## src/rtl/gha_pkg.sv

```systemverilog
`timescale 1ns / 1ps
// Shared types and codes for the generational handle allocator.
package gha_pkg;

    localparam logic [1:0] ACT_ALLOC   = 2'd0;
    localparam logic [1:0] ACT_RELEASE = 2'd1;
    localparam logic [1:0] ACT_DETACH  = 2'd2;
    localparam logic [1:0] ACT_LOOKUP  = 2'd3;

    localparam logic [1:0] STATUS_OK    = 2'd0;
    localparam logic [1:0] STATUS_FULL  = 2'd1;
    localparam logic [1:0] STATUS_STALE = 2'd2;
    localparam logic [1:0] STATUS_OWNER = 2'd3;

    typedef enum logic [1:0] {
        S_CLEAR,
        S_IDLE,
        S_EXEC
    } gha_state_t;

    typedef struct packed {
        logic clear;
        logic load;
        logic commit;
    } gha_cmd_t;

    typedef struct packed {
        logic clear_last;
    } gha_stat_t;

endpackage

```

## src/rtl/gha_ctrl.sv

```systemverilog
`timescale 1ns / 1ps
// Controller state machine: clearing pass, transfer sequencing, output valid.
module gha_ctrl
(
    input  logic              clk,
    input  logic              rst_n,
    input  logic              in_valid,
    output logic              in_stall,
    output logic              out_valid,
    input  logic              out_stall,
    output gha_pkg::gha_cmd_t cmd,
    input  gha_pkg::gha_stat_t stat
);

    gha_pkg::gha_state_t state_reg;
    gha_pkg::gha_state_t state_next;
    logic                out_valid_reg;
    logic                out_valid_next;
    logic                out_free;

    always_ff @(posedge clk or negedge rst_n)
    begin
        if (!rst_n)
        begin
            state_reg     <= gha_pkg::S_CLEAR;
            out_valid_reg <= 1'b0;
        end
        else
        begin
            state_reg     <= state_next;
            out_valid_reg <= out_valid_next;
        end
    end

    always_comb
    begin
        out_free       = !out_valid_reg || !out_stall;
        state_next     = state_reg;
        out_valid_next = out_valid_reg && out_stall;
        cmd            = '0;
        in_stall       = 1'b1;
        case (state_reg)
            gha_pkg::S_CLEAR:
            begin
                cmd.clear = 1'b1;
                if (stat.clear_last)
                begin
                    state_next = gha_pkg::S_IDLE;
                end
            end
            gha_pkg::S_IDLE:
            begin
                in_stall = 1'b0;
                if (in_valid)
                begin
                    cmd.load   = 1'b1;
                    state_next = gha_pkg::S_EXEC;
                end
            end
            gha_pkg::S_EXEC:
            begin
                if (out_free)
                begin
                    cmd.commit     = 1'b1;
                    out_valid_next = 1'b1;
                    state_next     = gha_pkg::S_IDLE;
                end
            end
            default:
            begin
                state_next = gha_pkg::S_CLEAR;
            end
        endcase
    end

    assign out_valid = out_valid_reg;

endmodule

```

## config.mk

```make
export PLATFORM = sky130hd
export DESIGN_NAME = gha_ctrl
export DESIGN_NICKNAME = d
export VERILOG_FILES = /design/src/rtl/gha_pkg.sv /design/src/rtl/gha_ctrl.sv
export SDC_FILE = /design/constraint.sdc
export NUM_CORES = 1
export LEC_CHECK = 0
export BUFFER_PORTS_ARGS = -buffer_cell sky130_fd_sc_hd__buf_2
export CAP_MARGIN = 20
export CELL_PAD_IN_SITES_DETAIL_PLACEMENT = 1
export CELL_PAD_IN_SITES_GLOBAL_PLACEMENT = 2
export CORE_AREA = 2 2 39 41
export DETAILED_ROUTE_END_ITERATION = 12
export DIE_AREA = 0 0 41 43
export PLACE_DENSITY_LB_ADDON = 0.1
export SYNTH_ARGS = -nofsm -noshare
export SYNTH_HDL_FRONTEND = slang
export SYNTH_SLANG_ARGS = --single-unit
```

## constraint.sdc

```tcl
create_clock -name clk -period 1.45 [get_ports clk]
set_clock_uncertainty 0.2 [all_clocks]
set_input_delay 0.145 -clock clk [delete_from_list [all_inputs] [get_ports clk]]
set_output_delay 0.145 -clock clk [all_outputs]
set_load 0.03 [all_outputs]
```

==> results.json <==
{
  "mostFrequentLayoutCells": "7 x buf_2, 3 x nor2_1, 3 x nand2_1, 3 x clkbuf_4",
  "hold_path_end": "state_reg[1]",
  "fp.dieW_um": 41,
  "start_kind": "flop",
  "reg2reg_depth": 2,
  "irDropWorstVdd_mv": 0.5439,
  "yosys_warnings": 0,
  "pin_count": 10,
  "nNetsFinal": 38,
  "final_common_cell": "buf_2",
  "crit_family": "flip-flops",
  "hpwl_um": 317.6,
  "whs_ns": 0.01513,
  "timing.rr.start": "state_reg[0]",
  "crit_type": "flop to output pin",
  "maxSlewViolCount": 0,
  "fp.dieH_um": 43,
  "largest_reg_flops": 2,
  "min_path_cells": 3,
  "rrSetupSlack_ns": 0.34,
  "critPathArrivalTime_ns": 1.06,
  "synth_area_um2": 152.6,
  "grt_usage_pct": 7.028,
  "critPathBufInv": 1,
  "drive_above_1_share_pct": 62.50,
  "start_util_pct": 11.03,
  "num_rows": 14,
  "grt_pass1_wl_um": 731,
  "setup_viol": 0,
  "tns_ns": 0,
  "wl_um": 440,
  "clk_latency_ns": 0.24,
  "netlist_instances": 16,
  "grt_pass1_vias": 172,
  "detail-route-antenna-nets": 0,
  "powerDensity_nw_per_um2": 2372,
  "syn_area_per_cell_um2": 9.540,
  "antenna_found_initial": 0,
  "tritoncts": "done",
  "worstPathMaxFanout": 6,
  "diodes": 0,
  "hold_path.class": "input port to flop",
  "clock-sinks": 3,
  "fmax_mhz": 709.9,
  "min_period_ns": 1.409,
  "ys_seq_area_share_pct": 49.18,
  "first_pass_iters": 1,
  "wire_per_inst_um": 9.167,
  "path_clk_slew_ns": 0.04,
  "cp_slowest_cell": "dfrtp_2",
  "htree_levels": 1,
  "worst_pin_slew_ns": 0.1999,
  "syn-num-nets": 21,
  "drc": 0,
  "status": "completed",
  "required_ns": 1.11,
  "grt_max_degree": 7,
  "via_per_inst": 3.563,
  "core_area_um2": 1384,
  "synth_cell_types": 9,
  "cp-startpoint": "state_reg[1]",
  "relSlewSlack_pct": 86.68,
  "vias": 171,
  "maxCapViolations": 0,
  "fin_crit_sh_pct": 97.15,
  "end_kind": "output pin",
  "power_leakage_nw": 0.1502,
  "area_growth_pct": 95.90,
  "numCtsBuffers": 3,
  "clockBufferDepth": 2,
  "worstPathCellList": "or2b_1 > buf_6",
  "rsz0062_at_grt": "false",
  "drt_iter0_markers": 0,
  "hp-start": "in_valid",
  "worst-path-stages": 2,
  "gp_congestion": 0.6529,
  "ys_ff_latch": 3,
  "r2r-end": "state_reg[0]",
  "grt_overflow": 0,
  "dieArea_um2": 1763,
  "io_buffer_count": 9,
  "max_stage_delay_ns": 0.45,
  "hold_viol": 0,
  "root_buffer": "clkbuf_4"
}
[Yosys cell counts (all sizes together)]
master / count / area, um^2
nand2b: 1 / 6.260
nor2: 4 / 15.01
o22ai: 1 / 6.260
dfrtp: 3 / 75.07
nand2: 3 / 11.26
and2: 2 / 15.02
or2b: 1 / 7.510
o32ai: 1 / 16.27
[repair_timing]
action,in CTS,in global routing
hold endpoints to repair,5,0
setup buffers,0,1
hold buffers,2,0
resized for setup,4,6
setup endpoints to repair,1,3
[cells by family after synthesis]
kind of cell | after synthesis | share of synthesized area, %
AOI/OAI and AO/OA | 2 | 14.76
DFF | 3 | 49.18
and+or+nand+nor | 11 | 36.07
[tightest hold or removal path, stage by stage]
cell and delay [ns]:
buf_2 0.10, nand2_1 0.08, o22ai_1 0.07
[worst max path at each step]
stage,to,slack [ns]
3_3_place_gp,cmd[0],0.14
4_1_cts,cmd[0],0.01
3_5_place_dp,cmd[0],0.17
2_1_floorplan,cmd[0],0.10
5_1_grt,cmd[0],0.004
6_report,in_stall,0.04
[stage by stage]
stage          power (mW)  util [%]  worst slack, ns  instance area (um^2)  cells
3_5_place_dp       0.4866     15.91           0.1651                 220.2     41
4_1_cts            0.6732     20.07          0.01386                 277.8     47
3_3_place_gp       0.4915     15.91           0.1423                 220.2     41
6_report           0.7094     21.61          0.04128                 299.0     48
5_1_grt            0.7614     21.61         0.004218                 299.0     48
2_1_floorplan      0.3966         -           0.1023                 155.1     16
[per-layer routing]
layer  track usage, %  vias up  share of wire, %
li1                 -       87                 -
met1            8.360       67                45
met2            7.187       12                40
met3            1.571        5               6.1
met4            12.00        0               8.6
met5                0        -                 0
[power breakdown]
part / total (mW) / internal (mW) / switching, mW
logic: 0.383 / 0.172 / 0.211
registers: 0.177 / 0.127 / 0.0506
clock network: 0.149 / 0.103 / 0.0459
total: 0.709 / 0.401 / 0.308
[layout make-up]
| cell class | instances | area (um^2) |
|---|---|---|
| fillers | 174 | 1085 |
| multi-input cells | 13 | 90.09 |
| repair buffers | 12 | 85.08 |
| flip-flops and latches | 3 | 77.57 |
| clock buffers | 4 | 26.28 |
| well taps | 16 | 20.02 |
No activity file was read; power rests on OpenSTA's default activity.
